<file path="src/hw/rtl/hrl_pkg.sv">
// ----------------------------------------------------------------------------
// hrl_pkg
// Shared types and constants for the http request lexer.
// ----------------------------------------------------------------------------
package hrl_pkg;

  // character codes
  localparam logic [7:0] CH_SP    = 8'h20;
  localparam logic [7:0] CH_COLON = 8'h3A;
  localparam logic [7:0] CH_CR    = 8'h0D;
  localparam logic [7:0] CH_LF    = 8'h0A;
  localparam logic [7:0] CH_ZERO  = 8'h30;
  localparam logic [7:0] CH_NINE  = 8'h39;

  // token kinds
  typedef enum logic [2:0] {
    KIND_METHOD  = 3'd0,
    KIND_URI     = 3'd1,
    KIND_VERSION = 3'd2,
    KIND_HEADER  = 3'd3,
    KIND_COLON   = 3'd4,
    KIND_VALUE   = 3'd5,
    KIND_NUMBER  = 3'd6,
    KIND_NONE    = 3'd7
  } kind_t;

  // request line words kept
  localparam logic [1:0] WORD_LIMIT = 2'd3;

  // result buffer depth and pointer width
  localparam int QDEPTH = 4;
  localparam int QAW    = $clog2(QDEPTH);

  // input request
  typedef struct packed {
    logic [7:0] in_byte;
    logic       in_final;
  } hrl_in_t;

  // result item
  typedef struct packed {
    logic [2:0] tok_kind;
    logic [7:0] tok_byte;
    logic       tok_first;
    logic       tok_last;
    logic       msg_done;
  } hrl_out_t;

  // results of one step toward the buffer
  typedef struct packed {
    logic [1:0] count;
    hrl_out_t   res0;
    hrl_out_t   res1;
  } hrl_push_t;

endpackage

</file>
<file path="src/hw/rtl/hrl_step.sv">
// ----------------------------------------------------------------------------
// hrl_step
// Lexer state and per-byte classification; yields up to two results a byte.
// ----------------------------------------------------------------------------
module hrl_step (
  input  logic           clk,
  input  logic           rst,
  input  logic           fire,
  input  hrl_pkg::hrl_in_t  data,
  output hrl_pkg::hrl_push_t push
);
  import hrl_pkg::*;

  logic       in_request_line;
  logic [1:0] word_index;
  kind_t      cur_kind;
  logic       after_colon;
  logic       held_valid;
  logic [7:0] held_byte;
  kind_t      held_kind;
  logic       held_first;

  logic       in_request_line_next;
  logic [1:0] word_index_next;
  kind_t      cur_kind_next;
  logic       after_colon_next;
  logic       held_valid_next;
  logic [7:0] held_byte_next;
  kind_t      held_kind_next;
  logic       held_first_next;

  logic       cont;
  logic       start;
  kind_t      nk;
  logic       digit;
  logic [7:0] b;
  hrl_out_t   e0;
  hrl_out_t   e1;
  hrl_out_t   none_res;
  logic       e1_valid;

  assign b     = data.in_byte;
  assign digit = (b >= CH_ZERO) && (b <= CH_NINE);

  // classify the byte against the open token
  always_comb begin
    cont                 = 1'b0;
    start                = 1'b0;
    nk                   = KIND_NONE;
    in_request_line_next = in_request_line;
    word_index_next      = word_index;
    after_colon_next     = after_colon;
    if (in_request_line) begin
      if (b == CH_CR) begin
        in_request_line_next = 1'b0;
      end else if (b == CH_SP) begin
        cont = 1'b0;
      end else if (cur_kind != KIND_NONE) begin
        cont = 1'b1;
      end else if (word_index < WORD_LIMIT) begin
        start           = 1'b1;
        nk              = kind_t'({1'b0, word_index});
        word_index_next = word_index + 2'd1;
      end
    end else begin
      if (b == CH_CR || b == CH_LF) begin
        cont = 1'b0;
      end else if (cur_kind == KIND_VALUE) begin
        cont = 1'b1;
      end else if (b == CH_SP) begin
        cont = 1'b0;
      end else if (b == CH_COLON) begin
        start = 1'b1;
        nk    = KIND_COLON;
      end else if (digit) begin
        if (cur_kind == KIND_NUMBER || cur_kind == KIND_HEADER) begin
          cont = 1'b1;
        end else begin
          start = 1'b1;
          nk    = KIND_NUMBER;
        end
      end else begin
        if (cur_kind == KIND_HEADER) begin
          cont = 1'b1;
        end else begin
          start = 1'b1;
          nk    = after_colon ? KIND_VALUE : KIND_HEADER;
        end
      end
      if (start) begin
        after_colon_next = (nk == KIND_COLON);
      end
    end
  end

  // held byte update
  always_comb begin
    held_byte_next  = held_byte;
    held_kind_next  = held_kind;
    held_first_next = held_first;
    cur_kind_next   = cur_kind;
    held_valid_next = 1'b0;
    if (cont) begin
      held_valid_next = 1'b1;
      held_byte_next  = b;
      held_kind_next  = cur_kind;
      held_first_next = 1'b0;
    end else if (start) begin
      held_valid_next = 1'b1;
      held_byte_next  = b;
      held_kind_next  = nk;
      held_first_next = 1'b1;
      cur_kind_next   = nk;
    end else begin
      cur_kind_next = KIND_NONE;
    end
  end

  // result packing: released held byte, then flush on the final byte
  always_comb begin
    e0 = '{tok_kind: held_kind, tok_byte: held_byte, tok_first: held_first,
           tok_last: ~cont, msg_done: 1'b0};
    e1 = '{tok_kind: held_kind_next, tok_byte: held_byte_next,
           tok_first: held_first_next, tok_last: 1'b1, msg_done: 1'b0};
    none_res = '{tok_kind: KIND_NONE, tok_byte: 8'd0, tok_first: 1'b0,
                 tok_last: 1'b0, msg_done: 1'b1};
    e1_valid   = data.in_final & held_valid_next;
    push.count = 2'd0;
    push.res0  = e0;
    push.res1  = e1;
    if (held_valid) begin
      push.count = e1_valid ? 2'd2 : 2'd1;
      if (e1_valid) begin
        push.res1.msg_done = 1'b1;
      end else begin
        push.res0.msg_done = data.in_final;
      end
    end else if (e1_valid) begin
      push.count         = 2'd1;
      push.res0          = e1;
      push.res0.msg_done = 1'b1;
    end else if (data.in_final) begin
      push.count = 2'd1;
      push.res0  = none_res;
    end
  end

  // lexer state
  always_ff @(posedge clk) begin
    if (rst) begin
      in_request_line <= 1'b1;
      word_index      <= 2'd0;
      cur_kind        <= KIND_NONE;
      after_colon     <= 1'b0;
      held_valid      <= 1'b0;
      held_byte       <= 8'd0;
      held_kind       <= KIND_METHOD;
      held_first      <= 1'b0;
    end else if (fire) begin
      if (data.in_final) begin
        in_request_line <= 1'b1;
        word_index      <= 2'd0;
        cur_kind        <= KIND_NONE;
        after_colon     <= 1'b0;
        held_valid      <= 1'b0;
        held_byte       <= 8'd0;
        held_kind       <= KIND_METHOD;
        held_first      <= 1'b0;
      end else begin
        in_request_line <= in_request_line_next;
        word_index      <= word_index_next;
        cur_kind        <= cur_kind_next;
        after_colon     <= after_colon_next;
        held_valid      <= held_valid_next;
        held_byte       <= held_byte_next;
        held_kind       <= held_kind_next;
        held_first      <= held_first_next;
      end
    end
  end

endmodule

</file>
<file path="src/hw/rtl/hrl_out_queue.sv">
// ----------------------------------------------------------------------------
// hrl_out_queue
// Small result buffer; takes up to two results a cycle, hands out one.
// ----------------------------------------------------------------------------
module hrl_out_queue (
  input  logic               clk,
  input  logic               rst,
  input  logic               push_en,
  input  hrl_pkg::hrl_push_t push,
  output logic               has_room,
  output logic               tok_valid,
  input  logic               tok_ready,
  output hrl_pkg::hrl_out_t  tok_data
);
  import hrl_pkg::*;

  hrl_out_t       entries [QDEPTH];
  logic [QAW-1:0] wr_ptr;
  logic [QAW-1:0] rd_ptr;
  logic [QAW:0]   count;
  logic [QAW:0]   count_next;
  logic [1:0]     n_push;
  logic           pop;

  assign n_push    = push_en ? push.count : 2'd0;
  assign pop       = tok_valid & tok_ready;
  assign tok_valid = (count != '0);
  assign tok_data  = entries[rd_ptr];
  // room for a full two-result step
  assign has_room  = (count <= (QAW+1)'(QDEPTH - 2));

  always_comb begin
    count_next = count + (QAW+1)'(n_push) - (QAW+1)'(pop);
  end

  // pointers and fill level
  always_ff @(posedge clk) begin
    if (rst) begin
      wr_ptr <= '0;
      rd_ptr <= '0;
      count  <= '0;
    end else begin
      wr_ptr <= wr_ptr + QAW'(n_push);
      rd_ptr <= rd_ptr + QAW'(pop);
      count  <= count_next;
    end
  end

  // result storage
  always_ff @(posedge clk) begin
    if (n_push != 2'd0) begin
      entries[wr_ptr] <= push.res0;
    end
    if (n_push == 2'd2) begin
      entries[wr_ptr + QAW'(1)] <= push.res1;
    end
  end

endmodule

</file>
<file path="src/hw/rtl/http_request_lexer.sv">
// ----------------------------------------------------------------------------
// http_request_lexer
// Byte-wide HTTP request tokenizer with valid/ready streams on both sides.
// ----------------------------------------------------------------------------
// The lexer accepts one request byte per cycle on src while the result
// buffer has room and tags token bytes on tok. A byte is registered on
// entry, classified against the lexer state from the input register and its
// results (zero, one or two) go into a four-entry result buffer. Sustained
// intake is one byte per cycle while tok is drained at least as fast as
// results are made; a byte that yields two results needs a tok transfer for
// each, and the fill level of the result buffer sets when src is held off.
module http_request_lexer (
  input  logic              clk,
  input  logic              rst,
  input  logic              src_valid,
  output logic              src_ready,
  input  hrl_pkg::hrl_in_t  src_data,
  output logic              tok_valid,
  input  logic              tok_ready,
  output hrl_pkg::hrl_out_t tok_data
);
  import hrl_pkg::*;

  hrl_in_t   stage;
  logic      stage_valid;
  logic      has_room;
  logic      fire;
  hrl_push_t push;

  assign fire      = stage_valid & has_room;
  assign src_ready = ~stage_valid | fire;

  // input register
  always_ff @(posedge clk) begin
    if (rst) begin
      stage_valid <= 1'b0;
    end else if (src_ready) begin
      stage_valid <= src_valid;
    end
  end

  always_ff @(posedge clk) begin
    if (src_ready & src_valid) begin
      stage <= src_data;
    end
  end

  // classification and lexer state
  hrl_step u_step (
    .clk  (clk),
    .rst  (rst),
    .fire (fire),
    .data (stage),
    .push (push)
  );

  // result buffer
  hrl_out_queue u_queue (
    .clk       (clk),
    .rst       (rst),
    .push_en   (fire),
    .push      (push),
    .has_room  (has_room),
    .tok_valid (tok_valid),
    .tok_ready (tok_ready),
    .tok_data  (tok_data)
  );

endmodule

</file>
<file path="config.mk">
export PLATFORM = sky130hd
export DESIGN_NAME = http_request_lexer
export DESIGN_NICKNAME = d
export VERILOG_FILES = /design/src/hw/rtl/hrl_pkg.sv /design/src/hw/rtl/hrl_step.sv /design/src/hw/rtl/hrl_out_queue.sv /design/src/hw/rtl/http_request_lexer.sv
export SDC_FILE = /design/constraint.sdc
export NUM_CORES = 1
export LEC_CHECK = 0
export BUFFER_PORTS_ARGS = -buffer_cell sky130_fd_sc_hd__buf_2
export CAP_MARGIN = 15
export CORE_ASPECT_RATIO = 1.25
export CORE_MARGIN = 2
export CORE_UTILIZATION = 35
export DETAILED_ROUTE_END_ITERATION = 10
export HOLD_SLACK_MARGIN = 0.1
export PLACE_DENSITY = 0.54
export SETUP_SLACK_MARGIN = 0.4
export SYNTH_ARGS = -nofsm -noshare
export SYNTH_HDL_FRONTEND = slang
export SYNTH_SLANG_ARGS = --single-unit
</file>
<file path="constraint.sdc">
create_clock -name clk -period 4.95 [get_ports clk]
set_clock_uncertainty 0.1 [all_clocks]
set_input_delay 0.495 -clock clk [delete_from_list [all_inputs] [get_ports clk]]
set_output_delay 0.495 -clock clk [all_outputs]
set_load 0.02 [all_outputs]
</file>
==> run summary <==
- 452 — Total Nets Final
- met2 — Top Usage Layer GRT
- built — CTS tree
- 29 — number of placed I/O pins
- edfxtp_1 (38%), dfxtp_1 (13%), mux4_2 (6.5%) — top cells by area in the synthesized netlist
- 70 — number of distinct library cells after synthesis
- 136 microns — y dimension of the die
- 7.35% — mux cell area share after synthesis
- 1.02 ns — slew at the pin with the worst max-slew slack
- edfxtp_1 — library cell with the highest instance count after synthesis
- a21oi_1 -> and2_1 -> o21ai_0 -> or3_1 -> nor2_2 -> nand2_1 -> nand2_1 — series of cell instances along the critical path
- 4870 sq um — Cell Area, Synth
- 420 nW/um^2 — power density relative to cell area
- 3.24 ns — arrival time worst endpoint
- 0.720 mW — net switching power
- 50.8% — sequential area share after synthesis
- 31.7% — headroom to the max-slew limit
- 3447 — vias in the first global route
- 44.1% — share of total power in sequential cells
- 443 — Net Count, Synth
- in2reg — type of the worst min-delay path
- edfxtp_1 — biggest area consumer among synthesized cells
- 0.56 ns — CP peak stage delay
- 0 — number of diodes added for antenna fixing
- 9 — total CTS buffers
- 0 — number of endpoints failing setup at the final stage
- 0 — Synth warnings
- 31.8% — proportion of total power due to net switching
- 298 MHz — highest achievable clock rate
- finished clean — outcome
- 0 — PostCTS Resize Cnt
- 13700 sq um — area of the placeable core
- false — RSZ-0062 raised after global routing
- reg2reg — kind of critical path
- 28.8% — global-route met2 utilization
- edfxtp_1 — top_reg_cell synth
- 1.26% — Post-Synth XOR/XNOR Area
- 30.0% — portion of total power attributed to the clock network
- 0 ns — TNS Setup
- 37.6% — share of the synthesized area in the top cell type
- 19.2% — Compound-Gate Fraction of Synth Area
- 11500 microns — drt total wl
- 18500 microns — global-route wire length before repair
- 0% — async set-reset flop share out of synthesis
- 14900 sq um — DIE AREA
- 0 — # hold bufs at CTS
- 0 — DRC viols
- register — kind of launch point of the worst setup path
- 61 — number of synthesized flops with an enable pin
- or3_1 — master of the slowest instance on the critical path
- 1352 — final-layout fill cell count
- 2.44% — M3 GR Usage
- 93 — flop and latch count out of synthesis
- 35.5% — initial core utilization
- 4.83 ns — data required time at the worst endpoint
- 3497 — via count
- 0.961 — routability cong.
- 28 — total of buffers placed on input and output ports
- 5 — detailed-routing iteration count for the pre-antenna-repair pass
- 18.7 microns — post-detailed-route wirelength per cell
- 0 — post-CTS setup buffer count
- clkbuf_16 — Clock Tree Root
- 14 — highest fanout seen on the critical path
- 1.59 ns — final worst setup slack
- 3.36 ns — Final min period
- 1.85 nW — Leak
- 2 — number of buffers on the longest clock path
- 11.5 sq um — average size of a mapped cell
- 18.7% — share of final-layout standard cells stronger than drive strength 1
- 109 microns — width of the chip
- 0 — total grt overflow
- 25.8% — Logic pwr share
- 8490 microns — dpl hpwl
- 0.35 ns — clock insertion delay at the later pin of the skew report
- 0.176 mV — Peak supply drop
- compound AO/OA/AOI/OAI gates — main combinational cell family by area after synthesis
- 0.06 ns — clock input transition at the sequential cells of the worst setup and hold paths
- 20.2% — fraction of met1 tracks used by global routing
- 0 — count of pins over their slew limit
- 425 — Post-Synthesis Cells
- 48 — cell row count
- 1.54 mW — internal portion of total power
- 5.70 — Avg Vias per Cell
- 16.4% — global-route usage over all layers
- 28 — largest net degree at the start of global routing
- 3 — number of H-tree branching levels
- nand2_1 — Crit path top cell by count
- 0 — final-report hold violation count
- 67.8% — Final Cycle Share
- 0 — max-cap check violation count
- 0 — antenna-violating nets left
- register — crit end category
- 303 — starting DRC count in detailed routing
- edfxtp_1 (61), nor2_1 (48), dfxtp_1 (32) — Commonest cells post-synth
- 1.55 ns — Worst Setup Slack post-DPL
- 16.6% — post-synthesis simple-gate area fraction
- 93 — sinks on the clock net
- 10.5% — area growth from synthesis to layout
- 0 — initial antenna violation count
- 1.44% — area share of fa/ha/maj cells after synthesis
[worst paths after layout]
path                                            start                    end  slack, ns  cells past startpoint
worst max-delay path                 u_queue.count[1]  u_queue.entries[1][2]       1.59                      7
worst min-delay path                      src_data[2]               stage[2]       0.22                      1
worst max register to register       u_queue.count[1]  u_queue.entries[1][2]       1.59                      7
worst min register to register  u_queue.entries[2][1]  u_queue.entries[2][1]       0.39                      2
[sequential cells by signal (all words and copies together), names as in the netlist]
signal                  flops
stage                       9
stage_valid                 1
u_queue.count               3
u_queue.entries            56
u_queue.rd_ptr              2
u_queue.wr_ptr              2
u_step.after_colon          1
u_step.cur_kind             3
u_step.held_byte            8
u_step.held_first           1
u_step.held_kind            3
u_step.held_valid           1
u_step.in_request_line      1
u_step.word_index           2
[power groups by stage]
stage          Clock, mW  Sequential, mW  Combinational, mW
2_1_floorplan          0           0.936              0.510
6_report           0.678           0.997              0.584
5_1_grt            0.722            1.01              0.638
3_3_place_gp           0            1.01              0.577
4_1_cts            0.694            1.00              0.588
3_5_place_dp           0            1.02              0.584
[layout make-up]
class	count	area [sq um]	area share (%)
timing repair buffer	28	140	2.61
clock buffer	11	233	4.33
multi-input combinational	296	2230	41.5
sequential	93	2470	46.0
tap	175	219	4.07
clock inverter	5	60.1	1.12
inverter	6	22.5	0.419
[logic make-up after synthesis]
family | after synthesis
buffers and inverters | 36
AND/OR/NAND/NOR | 142
AO/OA/AOI/OAI | 124
adder cells (fa/ha/maj) | 5
multiplexers | 18
flip-flops | 93
XOR/XNOR | 7
[per-stage QoR]
step           util (%)  std cells  total power, mW  area [sq um]  hold WS, ns
2_1_floorplan         -        425             1.45          4870        0.348
3_3_place_gp       37.1        598             1.59          5090        0.372
3_5_place_dp       37.1        598             1.60          5090        0.375
4_1_cts            39.3        614             2.28          5380        0.208
5_1_grt            39.3        614             2.37          5380        0.215
6_report           39.3        614             2.26          5380        0.218
[layer usage]
layer / share of wire (%) / vias to the layer above / wire length [microns]
met1: 42 / 1722 / 4760
met5: 0 / - / 0
met2: 52 / 108 / 6000
li1: - / 1653 / -
met3: 4.2 / 14 / 481
met4: 1.9 / 0 / 217
[cells in the final DEF (no fill, tap or decap), drive strengths merged, types with 3 or more instances in the layout]
master	n
a31oi	3
buf	28
and3	3
edfxtp	61
o21ai	19
dfxtp	32
nand3b	3
nor3	13
nor4	3
nand2b	9
inv	7
clkbuf	11
and2	5
o211ai	5
a21oi	22
ha	4
mux4	14
o32ai	5
o22ai	10
a22oi	9
nor2b	3
and3b	3
nor2	51
nand3	5
or3	4
a22o	27
xnor2	5
nand2	29
o21a	9
[worst max-delay path, delay by kind of cell (launching register included)]
| family | cells | cell delay, ns |
|---|---|---|
| AO/OA/AOI/OAI | 2 | 0.44 |
| flip-flops | 1 | 0.32 |
| AND/OR/NAND/NOR | 5 | 2.12 |
No activity file was read; power rests on OpenSTA's default activity.
